`src/sv/ildq_pkg.sv`:
```
// ----------------------------------------------------------------------------
// ildq_pkg
// Shared types, widths and codes of the int8 linear dequantising MAC unit.
// ----------------------------------------------------------------------------
package ildq_pkg;

  localparam int unsigned ScaleW      = 32;
  localparam int unsigned RowLenW     = 13;
  localparam int unsigned OutCountW   = 11;
  localparam int unsigned OutIndexW   = 10;
  localparam int unsigned AccW        = 48;
  localparam int unsigned BiasW       = 48;
  localparam int unsigned ValueW      = 64;
  localparam int unsigned CombScaleW  = 40;
  localparam int unsigned MagW        = 32;
  localparam int unsigned MulOpW      = CombScaleW / 2;
  localparam int unsigned PartW       = MagW + MulOpW;
  localparam int unsigned ProdW       = MagW + CombScaleW;
  localparam int unsigned SumW        = ProdW + 2;
  localparam int unsigned CfgIndexW   = 2;

  localparam logic [RowLenW-1:0]   MaxInputs  = RowLenW'(4096);
  localparam logic [OutCountW-1:0] MaxOutputs = OutCountW'(1024);
  localparam logic [ScaleW-1:0]    ScaleOne   = 32'h0100_0000;

  localparam int unsigned QueueDepth = 4;
  localparam int unsigned QueuePtrW  = $clog2(QueueDepth);
  localparam int unsigned QueueCntW  = $clog2(QueueDepth + 1);

  localparam logic [CfgIndexW-1:0] CfgInputScale = 2'd0;
  localparam logic [CfgIndexW-1:0] CfgRowLength  = 2'd1;
  localparam logic [CfgIndexW-1:0] CfgOutCount   = 2'd2;

  typedef enum logic [1:0] {
    STATUS_OK        = 2'd0,
    STATUS_ACC_OVF   = 2'd1,
    STATUS_BAD_SCALE = 2'd2,
    STATUS_SATURATED = 2'd3
  } status_e;

  typedef struct packed {
    logic signed [7:0]       activation;
    logic signed [7:0]       weight;
    logic [ScaleW-1:0]       channel_scale;
    logic signed [BiasW-1:0] row_bias;
  } in_item_t;

  typedef struct packed {
    logic signed [ValueW-1:0] value;
    logic [OutIndexW-1:0]     output_index;
    status_e                  status;
    logic                     last_output;
  } out_item_t;

  typedef struct packed {
    logic signed [AccW-1:0]  acc;
    logic [ScaleW-1:0]       channel_scale;
    logic signed [BiasW-1:0] row_bias;
    logic [OutIndexW-1:0]    output_index;
    logic                    last_output;
  } row_job_t;

  typedef struct packed {
    logic full;
    logic empty;
  } queue_status_t;

endpackage

```
`src/sv/ildq_queue.sv`:
```
// ----------------------------------------------------------------------------
// ildq_queue
// Short register queue of finished rows between the accumulating front end
// and the scaling back end.
// ----------------------------------------------------------------------------
module ildq_queue
  import ildq_pkg::*;
(
  input  logic          clk_i,
  input  logic          rst_ni,
  input  logic          push_i,
  input  row_job_t      job_i,
  input  logic          pop_i,
  output row_job_t      job_o,
  output queue_status_t status_o
);

  row_job_t             entries_q [QueueDepth];
  logic [QueuePtrW-1:0] wr_ptr_q, wr_ptr_d;
  logic [QueuePtrW-1:0] rd_ptr_q, rd_ptr_d;
  logic [QueueCntW-1:0] count_q, count_d;

  always_comb begin
    wr_ptr_d = wr_ptr_q;
    rd_ptr_d = rd_ptr_q;
    count_d  = count_q;
    if (push_i) begin
      wr_ptr_d = wr_ptr_q + QueuePtrW'(1);
    end
    if (pop_i) begin
      rd_ptr_d = rd_ptr_q + QueuePtrW'(1);
    end
    if (push_i && !pop_i) begin
      count_d = count_q + QueueCntW'(1);
    end else if (pop_i && !push_i) begin
      count_d = count_q - QueueCntW'(1);
    end
  end

  always_ff @(posedge clk_i or negedge rst_ni) begin
    if (!rst_ni) begin
      wr_ptr_q <= '0;
      rd_ptr_q <= '0;
      count_q  <= '0;
    end else begin
      wr_ptr_q <= wr_ptr_d;
      rd_ptr_q <= rd_ptr_d;
      count_q  <= count_d;
    end
  end

  always_ff @(posedge clk_i) begin
    if (push_i) begin
      entries_q[wr_ptr_q] <= job_i;
    end
  end

  assign job_o          = entries_q[rd_ptr_q];
  assign status_o.full  = count_q == QueueCntW'(QueueDepth);
  assign status_o.empty = count_q == '0;

endmodule

```
`config.mk`:
```
export PLATFORM = sky130hd
export DESIGN_NAME = ildq_queue
export DESIGN_NICKNAME = d
export VERILOG_FILES = /design/src/sv/ildq_pkg.sv /design/src/sv/ildq_queue.sv
export SDC_FILE = /design/constraint.sdc
export NUM_CORES = 1
export LEC_CHECK = 0
export BUFFER_PORTS_ARGS = -buffer_cell sky130_fd_sc_hd__buf_2
export CAP_MARGIN = 20
export CORE_MARGIN = 1
export CORE_UTILIZATION = 60
export DETAILED_ROUTE_END_ITERATION = 10
export GPL_TIMING_DRIVEN = 0
export MAX_ROUTING_LAYER = met4
export PLACE_DENSITY = 0.87
export SYNTH_ARGS = -nofsm -noshare
export SYNTH_HDL_FRONTEND = slang
export SYNTH_SLANG_ARGS = --single-unit
```
`constraint.sdc`:
```
create_clock -name clk_i -period 8.4 [get_ports clk_i]
set_clock_uncertainty 0.2 [all_clocks]
set_input_delay 1.68 -clock clk_i [delete_from_list [all_inputs] [get_ports clk_i]]
set_output_delay 1.68 -clock clk_i [all_outputs]
set_load 0.01 [all_outputs]
```
# [After elaboration in Yosys (flattened, before gate mapping)]
# Memory sizes are Yosys's and may differ from the RTL's.
# Index checks and enable logic that the tools add are counted.
[classes] eq_ne=1 reduce_logical=6 n_mux=4 add_sub_neg=4
[op_table] op="$mux W3" count=2
[op_table] op="$add A2 B1 Y2 const B" count=2
[op_table] op="$add A3 B1 Y3 const B" count=1
[op_table] op="$eq A3 B3 Y1 const B" count=1
[op_table] op="$logic_not A3 Y1" count=1
[op_table] op="$sub A3 B1 Y3 const B" count=1
[op_table] op="$logic_and A1 B1 Y1" count=2
[op_table] op="$logic_not A1 Y1" count=2
[op_table] op="$mux W1" count=2
[op_table] op="$reduce_bool A2 Y1" count=1
[word_totals] in_bits=143 n_memories=1 elab_cells=19 out_inout_bits=141 ram_bits=556 ff_bits=7
[memory_table] name="entries_q" depth=4 width=139 read_ports=1 rd_ports_with_merged_regs=0 wr=1 line="ildq_queue.sv:18" text="row_job_t entries_q [QueueDepth];"

# [Depth between registers and ports, before layout]
[logic_depth] ltp_word=4 mapped_depth=7 depth_no_buf=7

# [Worst setup path before layout]
# Ideal clock, no wire load.
[synth_path] kind="input-to-reg" from="input port push_i" to="memory entries_q[1][0] in the netlist's numbering, enable pin" required_time_ps=7686 n_path_buf=0 path_stages=1 slack_ps=2828 arrival_time_ps=4858 setup_time_ps=514 cell_sequence="and2_1"
[synth_between] elab_chain_len=2
[synth_rtl] element="from (decl)" line="ildq_queue.sv:11" text="input logic push_i,"
[synth_rtl] element="$mux W1" line="ildq_queue.sv:53" text="if (push_i) begin"
[synth_rtl] element="$mux W1 (implied by the code)" line="ildq_queue.sv:54" text="entries_q[wr_ptr_q] <= job_i;"
[synth_rtl] element="to (decl)" line="ildq_queue.sv:18"
# Every way passes these cells.

==> reports/results.tsv <==
stage	metric	value	unit
logic_synthesis	synth_warnings	0	
clocking	cts.sinks	563	
grt	track_usage	23.9	%
logic_synthesis	ys_top_cells_by_area	edfxtp_1 82%, mux4_2 15%, dfrtp_1 0.86%, buf_6 0.61%, buf_2 0.39%	
logic_synthesis	ys_seq_elements	563	
worst_setup_path	worst_path_most_repeated_cell	buf_2	
logic_synthesis	yosysSeqAreaShare	82.5	%
grt	grt_remaining_overflow	0	
placed_design	hpwl	24400	um
cells_and_area	layout_commonest_cell	edfxtp_1	
job	cap_violations	0	
routing	final_antenna_net_count	0	
status	status	finished, final reports clean	
floorplanning	rows	67	
clocking	hold_buffers	0	
grt	grt_pass1_vias	9809	
pwr	leakage	0.00835	uW
timing	slew_headroom	50.0	%
logic_synthesis	netlist_area	0.0204	sq mm
logic_synthesis	synth_compound_area_share	0.0245	%
logic_synthesis	netlist_instances	761	
worst_setup_path	cp-end-kind	primary output	
timing	fin_ws	4120	ps
timing	slew_viol_final	0	
cells_and_area	areaGrowthSynthToFinish	18.9	%
routing	routed_wl	39800	um
clocking	ctsResizeCount	0	
logic_synthesis	synth_cell_type_count	19	
floorplanning	core_region_area	0.0335	sq mm
clocking	insertion_delay	570	ps
routing	drcViolationCount	0	
worst_setup_path	crit_path_max_fanout	10	
grt	grt_max_degree	57	
logic_synthesis	syn_avg_cell_area	26.9	sq um
worst_setup_path	crit_chain	clkbuf_1, buf_2, buf_2, mux4_2, buf_2	
routing	vias	9303	
timing	max_clock_freq	234	MHz
timing	setup-tns-final	0	ps
worst_setup_path	startpoint_type	flip-flop	
grt	grt_pass1_wl	59000	um
worst_setup_path	worst_ep_required_time	6520	ps
floorplanning	die_width	187	um
logic_synthesis	synthMuxAreaShare	15.4	%
floorplanning	initial_core_util	61.0	%
timing	finalSetupViolCount	0	
clocking	cts_root_buf	clkbuf_16	
routing	drtPass1Iterations	5	
cells_and_area	drive_above_1_share	46.8	%
clocking	cts_tree	done	
logic_synthesis	yosys.area_share.simple	0.239	%
clocking	cts_buffers	53	
clocking	htreeDepth	2	
worst_setup_path	worstPathArrival	2400	ps
worst_setup_path	slowest_delay	400	ps
routing	routed_via_density	5.80	
logic_synthesis	synth_top_family_by_area	multiplexers	
placed_design	post-place-ws	4580	ps
timing	fin_crit_sh	50.9	%
cells_and_area	layout_common_cells	556 x edfxtp_1, 299 x buf_2, 139 x mux4_2, 55 x clkbuf_16, 18 x clkbuf_1	
floorplanning	io_pins	284	
logic_synthesis	synthAdderAreaFrac	0.404	%
placed_design	io_buffers	283	
floorplanning	die_area	0.0348	sq mm
clocking	clk_path_buf_depth	3	
timing	rsz0062_at_grt	false	
worst_setup_path	critPathSlowestCell	buf_2	
timing	tightest_slew	751	ps
floorplanning	fp.dieH	187	um
placed_design	gp_congestion	0.701	
logic_synthesis	syn_nets	910	
timing	min_period	4280	ps
routing	routedWlPerCell	24.8	um
cells_and_area	nets	1256	
logic_synthesis	synth_top_area_cell	edfxtp_1	
logic_synthesis	synth_top_area_share	81.7	%
grt	antenna_found_initial	7	
pwr	power_density	354	mW/mm^2
cells_and_area	nFillCells	1871	
worst_setup_path	path_class	reg -> out	
logic_synthesis	yosys.area_share.xor_xnor	0.257	%
timing	report.final.hold_viol_count	0	
routing	drt_iter0_drc	783	
hold_path	worstHoldPathType	reg -> reg	
clocking	cts_setup_buffers	0	
clocking	clk_pin_slew	60	ps
pwr	ir_worst_vdd	0.000281	V
## registers in the layout, indices dropped and copies added (netlist names)
signal / cells
entries_q: 556
count_q: 3
rd_ptr_q: 2
wr_ptr_q: 2
## cell type report
| class | instances | area (sq um) | area share, % |
|---|---|---|---|
| timing repair buffer | 291 | 1640 | 6.73 |
| buffer | 32 | 226 | 0.931 |
| clock inverter | 29 | 219 | 0.900 |
| antenna | 7 | 17.5 | 0.0720 |
| multi-input combinational | 162 | 3340 | 13.7 |
| inverter | 4 | 15.0 | 0.0617 |
| clock buffer | 69 | 1430 | 5.88 |
| sequential | 563 | 16900 | 69.4 |
| tap | 448 | 561 | 2.31 |
## worst max-delay path: cells and delay by family, from the launching register on
kind	cells	cell delay, ps
buffers and inverters	4	1110
multiplexers	1	400
flip-flops	1	320
## metal layers
layer / track usage (%) / up-vias / part of all wire (%)
met2: 38.8 / 389 / 52
met4: 6.90 / 0 / 2.2
met3: 5.85 / 58 / 7.7
li1: - / 4010 / -
met5: - / - / 0
met1: 30.4 / 4846 / 38
## cells in the mapped netlist
master      n
o21ai_0     1
mux2_2      1
buf_4       1
nand2_1     2
xnor2_1     2
nor2_1      1
fa_1        1
nor3_1      1
xor2_1      4
ha_1        5
buf_2      16
edfxtp_1  556
clkbuf_1    4
mux4_2    139
and2_1      4
dfrtp_1     7
inv_1       4
buf_6      11
nor3b_1     1
## worst paths after layout
| check | start | endpoint | slack (ps) | cells past startpoint |
|---|---|---|---|---|
| setup / recovery | rd_ptr_q[1] | job_o[99] | 4120 | 5 |
| hold / removal | count_q[2] | count_q[2] | 340 | 1 |
| setup reg to reg | wr_ptr_q[1] | entries_q[1][50] | 5910 | 5 |
| hold reg to reg | count_q[2] | count_q[2] | 340 | 1 |
| max in group asynchronous | rst_ni | wr_ptr_q[1] | 7100 | 1 |
| min in group asynchronous | rst_ni | count_q[2] | 740 | 1 |
## per-stage QoR
stage | area [sq um] | utilization, % | hold WS, ps | total power [uW] | cells
global route | 24300 | 72.5 | 361 | 8940 | 1604
detailed placement | 22700 | 67.5 | 287 | 6440 | 1500
finish | 24300 | 72.5 | 341 | 8610 | 1605
CTS | 24300 | 72.5 | 333 | 8700 | 1598
global placement | 22400 | 66.9 | 277 | 6420 | 1492
floorplan | 20400 | - | 256 | 5480 | 761
## power breakdown
group	internal [uW]	leakage, uW	switching (uW)
Clock	1290	0.000814	958
Combinational	1170	0.00235	1390
Sequential	3670	0.00519	133
Total	6130	0.00835	2480
## kinds of logic after synthesis
logic type / count (synthesis)
DFF: 563
buffers and inverters: 36
and+or+nand+nor: 9
muxes: 140
xor gates and xnor gates: 6
adders and majority gates: 6
AOI/OAI and AO/OA: 1
(Power assumes the default switching activity.)
