===== src/sv/ildq_pkg.sv =====
// ----------------------------------------------------------------------------
// ildq_pkg
// Shared types, widths and codes of the int8 linear dequantising MAC unit.
// ----------------------------------------------------------------------------
package ildq_pkg;

  localparam int unsigned ScaleW      = 32;
  localparam int unsigned RowLenW     = 13;
  localparam int unsigned OutCountW   = 11;
  localparam int unsigned OutIndexW   = 10;
  localparam int unsigned AccW        = 48;
  localparam int unsigned BiasW       = 48;
  localparam int unsigned ValueW      = 64;
  localparam int unsigned CombScaleW  = 40;
  localparam int unsigned MagW        = 32;
  localparam int unsigned MulOpW      = CombScaleW / 2;
  localparam int unsigned PartW       = MagW + MulOpW;
  localparam int unsigned ProdW       = MagW + CombScaleW;
  localparam int unsigned SumW        = ProdW + 2;
  localparam int unsigned CfgIndexW   = 2;

  localparam logic [RowLenW-1:0]   MaxInputs  = RowLenW'(4096);
  localparam logic [OutCountW-1:0] MaxOutputs = OutCountW'(1024);
  localparam logic [ScaleW-1:0]    ScaleOne   = 32'h0100_0000;

  localparam int unsigned QueueDepth = 4;
  localparam int unsigned QueuePtrW  = $clog2(QueueDepth);
  localparam int unsigned QueueCntW  = $clog2(QueueDepth + 1);

  localparam logic [CfgIndexW-1:0] CfgInputScale = 2'd0;
  localparam logic [CfgIndexW-1:0] CfgRowLength  = 2'd1;
  localparam logic [CfgIndexW-1:0] CfgOutCount   = 2'd2;

  typedef enum logic [1:0] {
    STATUS_OK        = 2'd0,
    STATUS_ACC_OVF   = 2'd1,
    STATUS_BAD_SCALE = 2'd2,
    STATUS_SATURATED = 2'd3
  } status_e;

  typedef struct packed {
    logic signed [7:0]       activation;
    logic signed [7:0]       weight;
    logic [ScaleW-1:0]       channel_scale;
    logic signed [BiasW-1:0] row_bias;
  } in_item_t;

  typedef struct packed {
    logic signed [ValueW-1:0] value;
    logic [OutIndexW-1:0]     output_index;
    status_e                  status;
    logic                     last_output;
  } out_item_t;

  typedef struct packed {
    logic signed [AccW-1:0]  acc;
    logic [ScaleW-1:0]       channel_scale;
    logic signed [BiasW-1:0] row_bias;
    logic [OutIndexW-1:0]    output_index;
    logic                    last_output;
  } row_job_t;

  typedef struct packed {
    logic full;
    logic empty;
  } queue_status_t;

endpackage


===== src/sv/ildq_front.sv =====
// ----------------------------------------------------------------------------
// ildq_front
// Accumulates activation-weight products and hands each finished row to the
// row queue with its bias, channel scale and output index.
// ----------------------------------------------------------------------------
module ildq_front
  import ildq_pkg::*;
(
  input  logic                 clk_i,
  input  logic                 rst_ni,
  input  logic [RowLenW-1:0]   row_length_i,
  input  logic [OutCountW-1:0] output_count_i,
  input  logic                 accept_i,
  input  in_item_t             item_i,
  output logic                 push_o,
  output row_job_t             job_o
);

  logic signed [AccW-1:0] acc_q, acc_d;
  logic [RowLenW-1:0]     elem_cnt_q, elem_cnt_d;
  logic [OutIndexW-1:0]   out_cnt_q, out_cnt_d;

  logic signed [15:0]     product;
  logic signed [AccW-1:0] acc_sum;
  logic [RowLenW-1:0]     eff_len;
  logic [OutCountW-1:0]   eff_cnt;
  logic [RowLenW-1:0]     elem_next;
  logic [OutCountW-1:0]   out_next;
  logic                   row_end;
  logic                   last_row;

  always_comb begin
    if (row_length_i == '0) begin
      eff_len = RowLenW'(1);
    end else if (row_length_i > MaxInputs) begin
      eff_len = MaxInputs;
    end else begin
      eff_len = row_length_i;
    end
    if (output_count_i == '0) begin
      eff_cnt = OutCountW'(1);
    end else if (output_count_i > MaxOutputs) begin
      eff_cnt = MaxOutputs;
    end else begin
      eff_cnt = output_count_i;
    end
  end

  assign product   = item_i.activation * item_i.weight;
  assign acc_sum   = acc_q + AccW'(product);
  assign elem_next = elem_cnt_q + RowLenW'(1);
  assign row_end   = elem_next >= eff_len;
  assign out_next  = OutCountW'(out_cnt_q) + OutCountW'(1);
  assign last_row  = out_next >= eff_cnt;

  always_comb begin
    acc_d      = acc_q;
    elem_cnt_d = elem_cnt_q;
    out_cnt_d  = out_cnt_q;
    if (accept_i) begin
      if (row_end) begin
        acc_d      = '0;
        elem_cnt_d = '0;
        out_cnt_d  = last_row ? '0 : out_next[OutIndexW-1:0];
      end else begin
        acc_d      = acc_sum;
        elem_cnt_d = elem_next;
      end
    end
  end

  always_ff @(posedge clk_i or negedge rst_ni) begin
    if (!rst_ni) begin
      acc_q      <= '0;
      elem_cnt_q <= '0;
      out_cnt_q  <= '0;
    end else begin
      acc_q      <= acc_d;
      elem_cnt_q <= elem_cnt_d;
      out_cnt_q  <= out_cnt_d;
    end
  end

  assign push_o              = accept_i && row_end;
  assign job_o.acc           = acc_sum;
  assign job_o.channel_scale = item_i.channel_scale;
  assign job_o.row_bias      = item_i.row_bias;
  assign job_o.output_index  = out_cnt_q;
  assign job_o.last_output   = last_row;

endmodule


===== config.mk =====
export PLATFORM = sky130hd
export DESIGN_NAME = ildq_front
export DESIGN_NICKNAME = d
export VERILOG_FILES = /design/src/sv/ildq_pkg.sv /design/src/sv/ildq_front.sv
export SDC_FILE = /design/constraint.sdc
export NUM_CORES = 1
export LEC_CHECK = 0
export BUFFER_PORTS_ARGS = -buffer_cell sky130_fd_sc_hd__buf_2
export CAP_MARGIN = 10
export CORE_MARGIN = 8
export CORE_UTILIZATION = 25
export DETAILED_ROUTE_END_ITERATION = 10
export SETUP_SLACK_MARGIN = 0.05
export SLEW_MARGIN = 20
export SYNTH_ARGS = -nofsm -noshare
export SYNTH_HDL_FRONTEND = slang
export SYNTH_SLANG_ARGS = --single-unit

===== constraint.sdc =====
create_clock -name clk_i -period 13.35 [get_ports clk_i]
set_input_delay 0.6675 -clock clk_i [delete_from_list [all_inputs] [get_ports clk_i]]
set_output_delay 0.6675 -clock clk_i [all_outputs]
set_load 0.02 [all_outputs]

Yosys cells after proc, flatten, opt, wreduce, memory -nomap -nowiden

Cells that the tools add are included.

Output and inout bits: 140
Register bits after elaboration: 71
Logic and storage cells: 22
Bits of input ports: 123

Reductions and logical operators: 4
Add/sub/neg operators: 3
$mul: 1
Order comparisons: 4
Mux-type cells: 7

Operators by type and width:

| operator                | count |
|---|---|
| $add A48 B16 Y48        | 1 |
| $mux W48                | 1 |
| $mux W13                | 3 |
| $mux W11                | 2 |
| $mul A8 B8 Y16          | 1 |
| $add A13 B1 Y13 const B | 1 |
| $ge A13 B13 Y1          | 1 |
| $gt A13 B13 Y1 const B  | 1 |
| $logic_not A13 Y1       | 1 |
| $add A10 B1 Y11 const B | 1 |
| $ge A11 B11 Y1          | 1 |
| $gt A11 B11 Y1 const B  | 1 |
| $logic_not A11 Y1       | 1 |
| $mux W10                | 1 |
| $reduce_and A2 Y1       | 1 |
| $logic_and A1 B1 Y1     | 1 |

Logic depth before layout (Yosys ltp)

Depth in word-level cells: 5
Gate-level depth with buffers: 22
Depth with buffers taken out: 22

Least setup slack after synthesis

OpenSTA, ideal clock, no wires.

Path type: input -> output
Start point: input item_i[80] in the netlist's numbering
End point: output job_o[138] in the netlist's numbering
Setup slack: 5,584 ps
Data required time: 12,682 ps
Path buffers: 0
Arrival time: 7,098 ps
Cell stages on the path: 17
Path through: and2_1 inv_1 fa_1 inv_1 fa_1 fa_1 fa_1 fa_1 ha_1 o211ai_1 o211ai_1 a21oi_2 o2111a_2 nor4_4 a21o_4 o31ai_2 xnor2_1

RTL lines:

| item        | line             | source |
|---|---|---|
| from (decl) | ildq_front.sv:14 | `input in_item_t item_i,` |
| to (decl)   | ildq_front.sv:16 | `output row_job_t job_o` |

==> impl_metrics.json <==
{
  "grt_max_degree": 52,
  "required_ns": 12.68,
  "grt_pass1_wl_mm": 51.9,
  "cp.arrival_ns": 7.30,
  "drive_gt1_share_pct": 12.0,
  "hpwl_mm": 24.8,
  "fmax_ghz": 0.126,
  "hold_viol": 0,
  "rsz0062_at_grt": "false",
  "cts_tree": "yes",
  "cts_resized": 0,
  "die_y_um": 238,
  "crit_slowest_cell": "fa_1",
  "synthXorXnorAreaFrac_pct": 4.67,
  "synth_mux_area_share_pct": 0.173,
  "synthesis.nets": 1697,
  "synth_ff_type": "dfrtp_1",
  "wirelength_mm": 30.7,
  "ys_seq_area_share_pct": 14.4,
  "drv_slew": 0,
  "ios": 263,
  "port_buffers": 102,
  "synth-simple-area-share_pct": 12.0,
  "ys.warnings.count": 0,
  "wl_per_cell_um": 15.9,
  "synth_top_family_by_area": "adder cells",
  "fin_nets": 1709,
  "path_buf_inv": 4,
  "fin_crit_sh_pct": 59.7,
  "finClkSkew_ns": 0.00659,
  "maxCapViolations": 0,
  "clkSinkCount": 71,
  "path_cells": "buf_2 > nand2_1 > fa_1 > fa_1 > inv_1 > buf_4 > fa_1 > fa_1 > ha_1 > ha_1 > a21oi_1 > o211ai_1 > a21oi_1 > o21ai_1 > nand4_1 > o21ai_1 > a221o_1 > xor2_1 > buf_2",
  "period_needed_ns": 7.97,
  "setup_viol": 0,
  "antenna_found_initial": 1,
  "synth_top_cell_by_area": "fa_1",
  "rr_endpoint": "acc_q[47]",
  "start_util_pct": 25.3,
  "first_global_vias": 9534,
  "grt_usage_pct": 11.3,
  "vias_per_cell": 4.53,
  "startpoint_type": "input pin",
  "cts_buffer_depth": 2,
  "gp_congestion": 0.841,
  "clock_latency_ns": 0.36,
  "status": "finished clean",
  "dieArea_sq_um": 56600,
  "synth_top_area_share_pct": 32.5,
  "drtPass1Iterations": 5,
  "placementRows": 81,
  "syn_area_per_cell_sq_um": 9.89,
  "initialDrtViolationCount": 338,
  "rr_worst_depth": 19,
  "cp-end-kind": "output pin",
  "area_growth_pct": 8.12,
  "path_clk_slew_ns": 0.06,
  "critPathTopFamily": "adder cells",
  "grt-ovfl-total": 0,
  "cp.depth": 19,
  "crit_type": "input pin to output pin",
  "worst_pin_slew_ns": 0.883,
  "netlist_instances": 1246,
  "synth_cell_types": 67,
  "cts_buffers": 9,
  "crit_fanout": 13,
  "synth_edf_count": 0,
  "syn_area_sq_um": 12300,
  "post_cts_buffers": 0,
  "async_flop_share_pct": 100,
  "crit_path_start": "item_i[95]",
  "htreeDepth": 3,
  "route.detailed.drc": 0,
  "synth_adder_area_share_pct": 45.5,
  "hold_class": "input pin to asynchronous set/reset pin",
  "crit_end": "job_o[124]",
  "via_count": 8734,
  "fin_setup_tns_ns": 0,
  "synth_compound_area_share_pct": 12.9,
  "insertedDiodeCount": 0,
  "core_area_sq_um": 48700,
  "crit_top_cell": "fa_1",
  "reg2reg_from": "acc_q[6]",
  "final_antenna_net_count": 0,
  "ys_ff_latch": 71,
  "synth_area_leaders": "fa_1 (32%), dfrtp_1 (14%), ha_1 (13%)",
  "fp.dieW_um": 238,
  "critPathMaxStageDelay_ns": 0.96,
  "r2r_setup_slack_ns": 7.86,
  "cts_hold_buf": 0,
  "relSlewSlack_pct": 41.1,
  "cts_root_buf": "clkbuf_16"
}
-- routing by layer --
| layer | global-route usage (%) | share of wire [%] | vias up | wire length (um) |
|---|---|---|---|---|
| li1 | - | - | 4105 | - |
| met1 | 14.8 | 46 | 4419 | 14000 |
| met2 | 18.3 | 46 | 182 | 14200 |
| met3 | 3.28 | 6.3 | 26 | 1930 |
| met4 | 2.90 | 1.4 | 2 | 440 |
| met5 | 0 | 0.042 | - | 13 |
-- worst reg2reg max path, delay by kind of cell, from the launching register on --
kind	cells	cell delay, ns
flip-flops	1	0.32
buffers and inverters	4	0.23
AND/OR/NAND/NOR	1	0.32
XOR/XNOR	1	0.35
AO/OA/AOI/OAI	7	1.46
adder cells (fa/ha/maj)	6	2.74
-- worst min-delay path by stage --
stage / to / slack [ns] / depth (start not counted)
2_1_floorplan: acc_q[0] / 0.37 / 0
3_3_place_gp: acc_q[0] / 0.48 / 1
3_5_place_dp: acc_q[0] / 0.49 / 1
4_1_cts: acc_q[37] / 0.19 / 1
5_1_grt: acc_q[37] / 0.20 / 1
6_report: acc_q[27] / 0.19 / 1
-- per-stage QoR --
stage / area [sq um] / std cells / util [%] / setup slack (ns) / hold WS (ns)
6_report: 13300 / 1927 / 27.3 / 5.38 / 0.191
5_1_grt: 13300 / 1927 / 27.3 / 4.95 / 0.204
4_1_cts: 13300 / 1927 / 27.3 / 5.33 / 0.191
3_5_place_dp: 13000 / 1911 / 26.6 / 5.33 / 0.487
3_3_place_gp: 13000 / 1911 / 26.6 / 5.41 / 0.477
2_1_floorplan: 12300 / 1246 / - / 5.58 / 0.372
-- cells in the mapped netlist (22+ instances only) --
library cell	n
ha_1	128
nand2_1	135
xnor2_1	36
nand3_1	22
buf_4	84
and2_1	38
inv_1	129
fa_1	200
nor2_1	36
a21oi_1	53
o21ai_0	53
xor2_1	26
dfrtp_1	71
-- flip-flops by register name, indices dropped and copies added, names as in the netlist --
register and count:
acc_q 48, elem_cnt_q 13, out_cnt_q 10
-- layout by cell type, fill, tap and decap left out, types with 3 or more instances in the layout --
cell type  netlist  layout
a31o_2           4       4
o21ai_1          5       5
o22ai_1         10      10
a22o_1          20      20
nor2b_1         14      14
o21bai_1         6       6
o211ai_1         5       5
bufinv_16        0       4
nor2_1          36      34
fa_1           200     200
nand2b_1        11      11
nor4_1           5       5
and2_1          38      36
a21o_1          19      19
buf_4           84      10
o21a_1          12      12
dfrtp_1         71      71
xnor2_1         36      36
o21ai_0         53      53
nand2_1        135     135
and2_2           1       3
ha_1           128     128
xor2_1          26      26
a31oi_1          8       8
and3_1          14      14
or3_1            4       4
o2bb2ai_1       16      16
nand4_1         11      11
a21oi_1         53      53
nand3_1         22      22
inv_1          129     129
nor3_1           5       5
clkbuf_16        0       9
buf_2            2     101
-- cell type report --
cell class              instances  area [sq um]
inverters                     131           492
clock inverters                 6           133
multi-input cells             934          9280
fillers                      5180         35400
flip-flops and latches         71          1780
clock buffers                  10           229
repair buffers                111           581
well taps                     664           831
-- cells by family (layout without fill, tap and decap cells) --
kind of cell,count (synthesis),after routing
buf+inv,241,258
fa+ha+maj,328,328
mux,2,2
compound gates,235,235
xor+xnor,64,64
simple gates,305,305
flops,71,71
Power is not shown: default switching activity piles up to over one toggle a cycle in this logic, so the estimate is an artifact.
