===== config.mk =====
export PLATFORM = sky130hd
export DESIGN_NAME = ildq_back
export DESIGN_NICKNAME = d
export VERILOG_FILES = /design/src/sv/ildq_pkg.sv /design/src/sv/ildq_back.sv
export SDC_FILE = /design/constraint.sdc
export NUM_CORES = 2
export LEC_CHECK = 0
export ABC_AREA = 1
export CORE_ASPECT_RATIO = 1.4
export CORE_MARGIN = 10
export CORE_UTILIZATION = 56
export DETAILED_ROUTE_END_ITERATION = 10
export DONT_BUFFER_PORTS = 1
export PLACE_DENSITY = 0.74
export SLEW_MARGIN = 20
export SYNTH_ARGS = -nofsm -noshare
export SYNTH_HDL_FRONTEND = slang
export SYNTH_SLANG_ARGS = --single-unit
export TNS_END_PERCENT = 1

===== constraint.sdc =====
create_clock -name clk_i -period 8.45 [get_ports clk_i]
set_input_delay 0.845 -clock clk_i [delete_from_list [all_inputs] [get_ports clk_i]]
set_output_delay 0.845 -clock clk_i [all_outputs]
set_load 0.005 [all_outputs]

===== src/sv/ildq_pkg.sv =====
// ----------------------------------------------------------------------------
// ildq_pkg
// Shared types, widths and codes of the int8 linear dequantising MAC unit.
// ----------------------------------------------------------------------------
package ildq_pkg;

  localparam int unsigned ScaleW      = 32;
  localparam int unsigned RowLenW     = 13;
  localparam int unsigned OutCountW   = 11;
  localparam int unsigned OutIndexW   = 10;
  localparam int unsigned AccW        = 48;
  localparam int unsigned BiasW       = 48;
  localparam int unsigned ValueW      = 64;
  localparam int unsigned CombScaleW  = 40;
  localparam int unsigned MagW        = 32;
  localparam int unsigned MulOpW      = CombScaleW / 2;
  localparam int unsigned PartW       = MagW + MulOpW;
  localparam int unsigned ProdW       = MagW + CombScaleW;
  localparam int unsigned SumW        = ProdW + 2;
  localparam int unsigned CfgIndexW   = 2;

  localparam logic [RowLenW-1:0]   MaxInputs  = RowLenW'(4096);
  localparam logic [OutCountW-1:0] MaxOutputs = OutCountW'(1024);
  localparam logic [ScaleW-1:0]    ScaleOne   = 32'h0100_0000;

  localparam int unsigned QueueDepth = 4;
  localparam int unsigned QueuePtrW  = $clog2(QueueDepth);
  localparam int unsigned QueueCntW  = $clog2(QueueDepth + 1);

  localparam logic [CfgIndexW-1:0] CfgInputScale = 2'd0;
  localparam logic [CfgIndexW-1:0] CfgRowLength  = 2'd1;
  localparam logic [CfgIndexW-1:0] CfgOutCount   = 2'd2;

  typedef enum logic [1:0] {
    STATUS_OK        = 2'd0,
    STATUS_ACC_OVF   = 2'd1,
    STATUS_BAD_SCALE = 2'd2,
    STATUS_SATURATED = 2'd3
  } status_e;

  typedef struct packed {
    logic signed [7:0]       activation;
    logic signed [7:0]       weight;
    logic [ScaleW-1:0]       channel_scale;
    logic signed [BiasW-1:0] row_bias;
  } in_item_t;

  typedef struct packed {
    logic signed [ValueW-1:0] value;
    logic [OutIndexW-1:0]     output_index;
    status_e                  status;
    logic                     last_output;
  } out_item_t;

  typedef struct packed {
    logic signed [AccW-1:0]  acc;
    logic [ScaleW-1:0]       channel_scale;
    logic signed [BiasW-1:0] row_bias;
    logic [OutIndexW-1:0]    output_index;
    logic                    last_output;
  } row_job_t;

  typedef struct packed {
    logic full;
    logic empty;
  } queue_status_t;

endpackage


===== src/sv/ildq_back.sv =====
// ----------------------------------------------------------------------------
// ildq_back
// Forms the rounded combined scale, multiplies the row sum by it on a shared
// 32x20 multiplier, adds the bias, saturates and fills the output register.
// ----------------------------------------------------------------------------
module ildq_back
  import ildq_pkg::*;
(
  input  logic              clk_i,
  input  logic              rst_ni,
  input  logic [ScaleW-1:0] input_scale_i,
  input  row_job_t          job_i,
  input  queue_status_t     queue_i,
  output logic              pop_o,
  output logic              out_valid_o,
  input  logic              out_stall_i,
  output out_item_t         out_item_o
);

  localparam logic [2:0] StIdle    = 3'd0;
  localparam logic [2:0] StScale   = 3'd1;
  localparam logic [2:0] StMulLo   = 3'd2;
  localparam logic [2:0] StMulHi   = 3'd3;
  localparam logic [2:0] StCombine = 3'd4;
  localparam logic [2:0] StFinish  = 3'd5;

  localparam logic [63:0]        RoundHalf = 64'h0000_0000_0080_0000;
  localparam logic [ValueW-1:0]  ValueMax  = {1'b0, {(ValueW-1){1'b1}}};
  localparam logic [ValueW-1:0]  ValueMin  = {1'b1, {(ValueW-1){1'b0}}};

  logic [2:0]            state_q, state_d;
  row_job_t              job_q;
  logic [CombScaleW-1:0] scale_q;
  logic [MagW-1:0]       mag_q;
  logic                  neg_q;
  logic                  acc_ovf_q;
  logic [PartW-1:0]      lo_q;
  logic [PartW-1:0]      hi_q;
  logic [ProdW-1:0]      prod_q;
  logic                  out_valid_q;
  out_item_t             out_q;

  logic [63:0]            scale_full;
  logic [AccW-1:0]        acc_neg;
  logic [MulOpW-1:0]      mul_op;
  logic [PartW-1:0]       part;
  logic signed [SumW-1:0] bias_ext;
  logic signed [SumW-1:0] prod_ext;
  logic signed [SumW-1:0] sum;
  logic                   sum_out_of_range;
  logic                   out_free;
  out_item_t              result;

  assign scale_full = 64'(input_scale_i) * 64'(job_q.channel_scale) + RoundHalf;
  assign acc_neg    = AccW'(-job_q.acc);
  assign mul_op     = (state_q == StMulLo) ? scale_q[MulOpW-1:0]
                                           : scale_q[CombScaleW-1:MulOpW];
  assign part       = PartW'(mag_q) * PartW'(mul_op);

  assign bias_ext = SumW'(job_q.row_bias);
  assign prod_ext = $signed({2'b00, prod_q});
  assign sum      = neg_q ? (bias_ext - prod_ext) : (bias_ext + prod_ext);
  assign sum_out_of_range = sum[SumW-1:ValueW-1] != {(SumW-ValueW+1){sum[SumW-1]}};

  always_comb begin
    result.output_index = job_q.output_index;
    result.last_output  = job_q.last_output;
    if (acc_ovf_q) begin
      result.status = STATUS_ACC_OVF;
      result.value  = '0;
    end else if (scale_q == '0) begin
      result.status = STATUS_BAD_SCALE;
      result.value  = '0;
    end else if (sum_out_of_range) begin
      result.status = STATUS_SATURATED;
      result.value  = sum[SumW-1] ? ValueMin : ValueMax;
    end else begin
      result.status = STATUS_OK;
      result.value  = sum[ValueW-1:0];
    end
  end

  assign out_free = !out_valid_q || !out_stall_i;
  assign pop_o    = (state_q == StIdle) && !queue_i.empty;

  always_comb begin
    state_d = state_q;
    case (state_q)
      StIdle: begin
        if (!queue_i.empty) begin
          state_d = StScale;
        end
      end
      StScale:   state_d = StMulLo;
      StMulLo:   state_d = StMulHi;
      StMulHi:   state_d = StCombine;
      StCombine: state_d = StFinish;
      StFinish: begin
        if (out_free) begin
          state_d = StIdle;
        end
      end
      default:   state_d = StIdle;
    endcase
  end

  always_ff @(posedge clk_i or negedge rst_ni) begin
    if (!rst_ni) begin
      state_q     <= StIdle;
      out_valid_q <= 1'b0;
    end else begin
      state_q <= state_d;
      if (state_q == StFinish && out_free) begin
        out_valid_q <= 1'b1;
      end else if (!out_stall_i) begin
        out_valid_q <= 1'b0;
      end
    end
  end

  always_ff @(posedge clk_i) begin
    if (pop_o) begin
      job_q <= job_i;
    end
    if (state_q == StScale) begin
      scale_q   <= scale_full[63:24];
      neg_q     <= job_q.acc[AccW-1];
      mag_q     <= job_q.acc[AccW-1] ? acc_neg[MagW-1:0] : job_q.acc[MagW-1:0];
      acc_ovf_q <= job_q.acc[AccW-1:31] != {(AccW-31){job_q.acc[AccW-1]}};
    end
    if (state_q == StMulLo) begin
      lo_q <= part;
    end
    if (state_q == StMulHi) begin
      hi_q <= part;
    end
    if (state_q == StCombine) begin
      prod_q <= ProdW'(lo_q) + {hi_q, {MulOpW{1'b0}}};
    end
    if (state_q == StFinish && out_free) begin
      out_q <= result;
    end
  end

  assign out_valid_o = out_valid_q;
  assign out_item_o  = out_q;

  assert property (@(posedge clk_i) disable iff (!rst_ni)
    pop_o |-> !queue_i.empty)
    else $error("Row taken from an empty queue.");

  assert property (@(posedge clk_i) disable iff (!rst_ni)
    (state_q == StFinish && out_valid_q && out_stall_i) |=> (state_q == StFinish))
    else $error("Back end left the final step while the output was blocked.");

  assert property (@(posedge clk_i) disable iff (!rst_ni)
    (out_valid_q && (out_q.status == STATUS_ACC_OVF || out_q.status == STATUS_BAD_SCALE))
      |-> (out_q.value == '0))
    else $error("Non-zero value on an overflow or invalid-scale result.");

  assert property (@(posedge clk_i) disable iff (!rst_ni)
    (out_valid_q && out_q.status == STATUS_SATURATED)
      |-> (out_q.value == ValueMax || out_q.value == ValueMin))
    else $error("Saturated result does not hold a limit value.");

endmodule


# After elaboration in Yosys (flattened, before gate mapping)
# Index checks and enable logic that the tools add are counted.
# classes
n_lt_le_gt_ge	0
eq_ne	10
n_mux	12
div	0
addsub	5
bitwise_logic	0
n_shift	0
multipliers	2
n_reduce_logical	10
# ops
cell	n
2-to-1 mux 64 bit	2
adder 48 x 73 -> 74 bit	1
2-to-1 mux 74 bit	1
subtractor 48 x 73 -> 74 bit	1
adder 52 x 72 -> 72 bit	1
adder 64 x 24 -> 64 bit, second input constant	1
multiplier 32 x 32 -> 64 bit	1
multiplier 32 x 20 -> 52 bit	1
logical NOT 40 bit	1
2-to-1 mux 32 bit	1
negation 32 bit	1
2-to-1 mux 20 bit	1
case mux 3 bit (6 select lines)	1
inequality test 16 bit	1
inequality test 10 bit	1
== test 3 x 2 -> 1 bit, second input constant	2
== test 3 bit, second input constant	2
2-to-1 mux 3 bit	2
2-to-1 mux 2 bit	2
inequality test 2 bit, second input constant	2
== test 3 x 1 -> 1 bit, second input constant	1
logical NOT 1 bit	3
logical NOT 3 bit	1
logical AND 1 bit	2
5 further kinds	6
# word_totals
mem_count	0
romBits	0
register_bits	470
ram_bits	0
latch_bits	0
output_inout_bits	79

# Longest topological paths before layout
# depth
depth_word	5
mapped_depth	37
mapped_depth_nobuf	36

# Worst setup path after synthesis
# No wires, ideal clock.
# synth_path
kind	register to register
start	register state_q[2]
end	register hi_q[49] (data pin)
path_stages_with_launch	36
synth_period_minus_slack_ns	8.789
arrival_ns	8.526
setup_time_ns	0.263
setup_slack_ns	-0.339
path_buffers	2
cell_sequence	dfrtp_1 > nor2_1 > inv_1 > nor2_1 > clkbuf_1 > or2_2 > o21ai_1 > clkbuf_1 > nor2_1 > fa_1 > fa_1 > inv_1 > fa_1 > inv_1 > fa_1 > inv_1 > fa_1 > inv_1 > fa_1 > inv_1 > fa_1 > inv_1 > ha_1 > nand2_1 > nor2_1 > nand2_1 > nand2_1 > nand2_1 > o211ai_1 > a21oi_1 > o21ai_0 > a21boi_0 > o21ai_0 > nand2_1 > nand2_1 > xor2_1
# synth_between
elab_chain_cells	3
# synth_rtl
element	line	rtl
from (decl)	ildq_back.sv:31	logic [2:0] state_q, state_d;
from (signal assigned)	ildq_back.sv:109	state_q <= StIdle;
from (signal assigned)	ildq_back.sv:112	state_q <= state_d;
== test 3 x 2 -> 1 bit	ildq_back.sv:56	assign mul_op = (state_q == StMulLo) ? scale_q[MulOpW-1:0]
2-to-1 mux 20 bit	ildq_back.sv:56	
multiplier 32 x 20 -> 52 bit	ildq_back.sv:58	assign part = PartW'(mag_q) * PartW'(mul_op);
named net part[49]	ildq_back.sv:46	logic [PartW-1:0] part;
to (signal assigned)	ildq_back.sv:135	hi_q <= part;
to (decl)	ildq_back.sv:38	logic [PartW-1:0] hi_q;
# The timed path passes the listed nets, and every way through them passes these cells.
# A chain may end at the register's enable or synchronous reset.

# Worst setup path in the final report
# layout_path
start	register job_q[67] (netlist bit)
end	register scale_q[32] (data pin)
# layout_between
elab_chain_cells	2
# layout_rtl
element	line	rtl
from (decl)	ildq_back.sv:32	row_job_t job_q;
from (signal assigned)	ildq_back.sv:123	job_q <= job_i;
multiplier 32 x 32 -> 64 bit	ildq_back.sv:54	assign scale_full = 64'(input_scale_i) * 64'(job_q.channel_scale) + RoundHalf;
adder 64 x 24 -> 64 bit	ildq_back.sv:54	
named net scale_full[56]	ildq_back.sv:43	logic [63:0] scale_full;
to (signal assigned)	ildq_back.sv:126	scale_q <= scale_full[63:24];
to (decl)	ildq_back.sv:33	logic [CombScaleW-1:0] scale_q;
# The timed path passes the listed nets, and every way through them passes these cells.

==> metrics <==
clock skew 0.0568 ns; pin count of the biggest net entering global routing 141; Die Area 0.160 mm²; initial core utilization 56.5%; Yosys cell types 59; first-pass GRT wire length 363 mm; area of the multi-input gates 0.0560 mm²; initial DRC count 4612; largest family of logic cells by synthesized area adder cells; Fmax achieved 0.122 GHz; Yosys reg bits 470; crit path launch type register; Post-Syn Area per Cell 8.34 µm²; status complete, no violations; Synth top area share 35.5%; DP Area 0.0833 mm²; Cells after DPL 11400; DRT antenna net count 0; Post-Layout Cell Count 11500; yosys warns 0; FF-to-FF Start job_q[67]$_DFFE_PP_; RR Endpoint scale_q[32]$_DFFE_PP_; Synth Area in Adders 44.1%; fin. max-slew vios 0; Worst Hold Class in2reg; design area 0.0850 mm²; post-synthesis compound-gate area fraction 4.94%; RSZ-0062 raised after global routing no; end of the critical path scale_q[32]$_DFFE_PP_; Async S/R FF share, synth 0.851%; Tcrit/Tclk final 96.9%; Worst-path clk slew 0.08 ns; Hold Fails Final Rpt 0; CP startpoint job_q[67]$_DFFE_PP_; Seq/Total Area, Yosys 17.4%; CTS Buf Count 47; cell mode on critical path fa_1; share of cells above drive strength 1 4.36%; Worst R2R Setup Slack 0.27 ns; Synth area leader fa_1; Port Buffer Count 0; top cells by count, synth 2506 x inv_1, 2239 x nand2_1, 1435 x fa_1; RD Place Congestion 0.992; top cells by area, synth fa_1 36%, edfxtp_1 17%, inv_1 12%; xor/xnor share of the synthesized area 3.23%; # H-tree levels 2; Worst EP arrival 8.53 ns; Setup crit end kind register; Syn Nets 11900; CTS Sinks 470; vias in the first global route 67500; Crit Path Max Fanout 17; Max Cap Viol 0; Final Util 59.4%; GRT Resource Usage Total 28.7%; Synth Area in Simple Gates 16.8%; Post-Route WL 228 mm; Die Width 341 µm; total gr overflow 0; Root Buffer clkbuf_16; detailed placement HPWL 190 mm; detailed-route DRC error count 0; Sequential cell area 0.0141 mm²; TritonRoute pass-1 iters 6; Primary FF master, synth edfxtp_1; cells after synthesis 9687; initial antenna violation count 4; Least-Margin Pin Slew 1.06 ns; Die H 470 µm; Post-synth EDFFs 466; Mapped Area 0.0808 mm²; worst reg-to-reg path cell count 23; WL/cell 19.7 µm; DR vias/cell 5.45; Bufs on Longest Clock Path 3; fillers 12500; Slew headroom 29.4%; Clock Latency Late Sink 0.68 ns; Critical Path Max Stage Delay 1.04 ns; setup TNS 0 ns; cells along the critical path buf_4 > nand2_1 > inv_1 > fa_1 > fa_1 > inv_1 > fa_1 > fa_1 > inv_1 > fa_1 > fa_1 > fa_1 > inv_1 > fa_1 > inv_1 > ha_1 > a21oi_1 > o21ai_0 > nor2_1 > nand2_1 > a21oi_1 > o21ai_0 > xor2_1; vias 62900; CTS tree built; boundary pin count 255; top-count cell post-synth inv_1; # setup viols final 0; Crit Path Category reg2reg; P&R area growth vs syn 5.17%; CP max-delay cell edfxtp_1; total core area 0.143 mm²; min Tclk post-route 8.18 ns; FP Rows 164; multiplexer area fraction after synthesis 0%; Final nets 11800; worst endpoint required time 8.80 ns
what timing repair did:
action	CTS	global route
setup endpoints to repair	0	24
hold buffers	1	0
buffers inserted	0	0
resized for setup	0	10
hold endpoints to repair	4	0
worst max-delay path: cells and delay by family (launching register included):
family                   cells  cell delay, ns
adder cells (fa/ha/maj)      9            4.41
AO/OA/AOI/OAI                4            1.13
flip-flops                   1            1.04
buffers and inverters        6            0.73
AND/OR/NAND/NOR              3            0.33
XOR/XNOR                     1            0.22
sequential cells by signal, summed over array words and instances (netlist names):
| register | cells |
|---|---|
| scale_q | 40 |
| out_valid_o | 1 |
| hi_q | 52 |
| prod_q | 72 |
| mag_q | 32 |
| state_q | 3 |
| neg_q | 1 |
| bias_ext | 48 |
| acc_ovf_q | 1 |
| job_q | 91 |
| lo_q | 52 |
| out_item_o | 77 |
cell type report:
type	count	share of cell area, %
clock buffer	51	1.43
tap	1909	2.81
sequential	470	16.6
timing repair buffer	172	1.65
multi-input combinational	6368	65.8
clock inverter	36	0.530
antenna	7	0.0206
inverter	2527	11.2
cell families (layout without fill, tap and decap cells):
family | count (synthesis) | in the layout
buffers and inverters | 2849 | 2786
flip-flops | 470 | 470
XOR/XNOR | 298 | 298
AO/OA/AOI/OAI | 690 | 690
adder cells (fa/ha/maj) | 1988 | 1988
other | 0 | 7
AND/OR/NAND/NOR | 3392 | 3392
per-stage QoR:
stage | worst slack (ns) | hold WS [ns]
6_report | 0.266 | 0.252
5_1_grt | 0.0129 | 0.235
4_1_cts | 0.260 | 0.217
3_5_place_dp | 0.315 | 0.405
3_3_place_gp | 0.381 | 0.402
2_1_floorplan | 0.390 | 0.400
metal layers:
metal | vias up | GRT usage, % | part of all wire, %
met3 | 700 | 4.45 | 7.8
met4 | 0 | 13.3 | 5.4
met1 | 31100 | 34.5 | 37
met2 | 2726 | 50.1 | 49
met5 | - | 0 | 0
li1 | 28400 | - | -
placed cells by master (no fill, tap or decap), types with 18 or more instances in the layout:
| master | instances |
|---|---|
| a21oi_1 | 298 |
| a21oi_2 | 60 |
| a31oi_1 | 58 |
| buf_4 | 161 |
| clkbuf_16 | 48 |
| clkinv_1 | 19 |
| edfxtp_1 | 466 |
| fa_1 | 1435 |
| ha_1 | 553 |
| inv_1 | 2505 |
| nand2_1 | 2238 |
| nand2_2 | 30 |
| nand3_1 | 175 |
| nand4_1 | 22 |
| nor2_1 | 740 |
| nor3_1 | 52 |
| nor4_1 | 50 |
| o21a_1 | 18 |
| o21ai_0 | 161 |
| o21ai_1 | 18 |
| or2_2 | 22 |
| xnor2_1 | 93 |
| xor2_1 | 205 |
how the worst min path moves through the flow:
stage                        from                       to  slack (ns)  cells after the start
2_1_floorplan  job_q[0]$_DFFE_PP_  out_item_o[0]$_DFFE_PP_        0.40                      0
3_3_place_gp   job_q[5]$_DFFE_PP_  out_item_o[7]$_DFFE_PP_        0.40                      0
3_5_place_dp   lo_q[18]$_DFFE_PN_     prod_q[18]$_DFFE_PP_        0.40                      0
4_1_cts                 job_i[64]      job_q[64]$_DFFE_PP_        0.22                      0
5_1_grt                 job_i[64]      job_q[64]$_DFFE_PP_        0.24                      0
6_report                job_i[64]      job_q[64]$_DFFE_PP_        0.25                      0
Power is left out: the tool's default activity adds up to more than one toggle a clock period on the data nets, which glitch-free logic cannot reach.
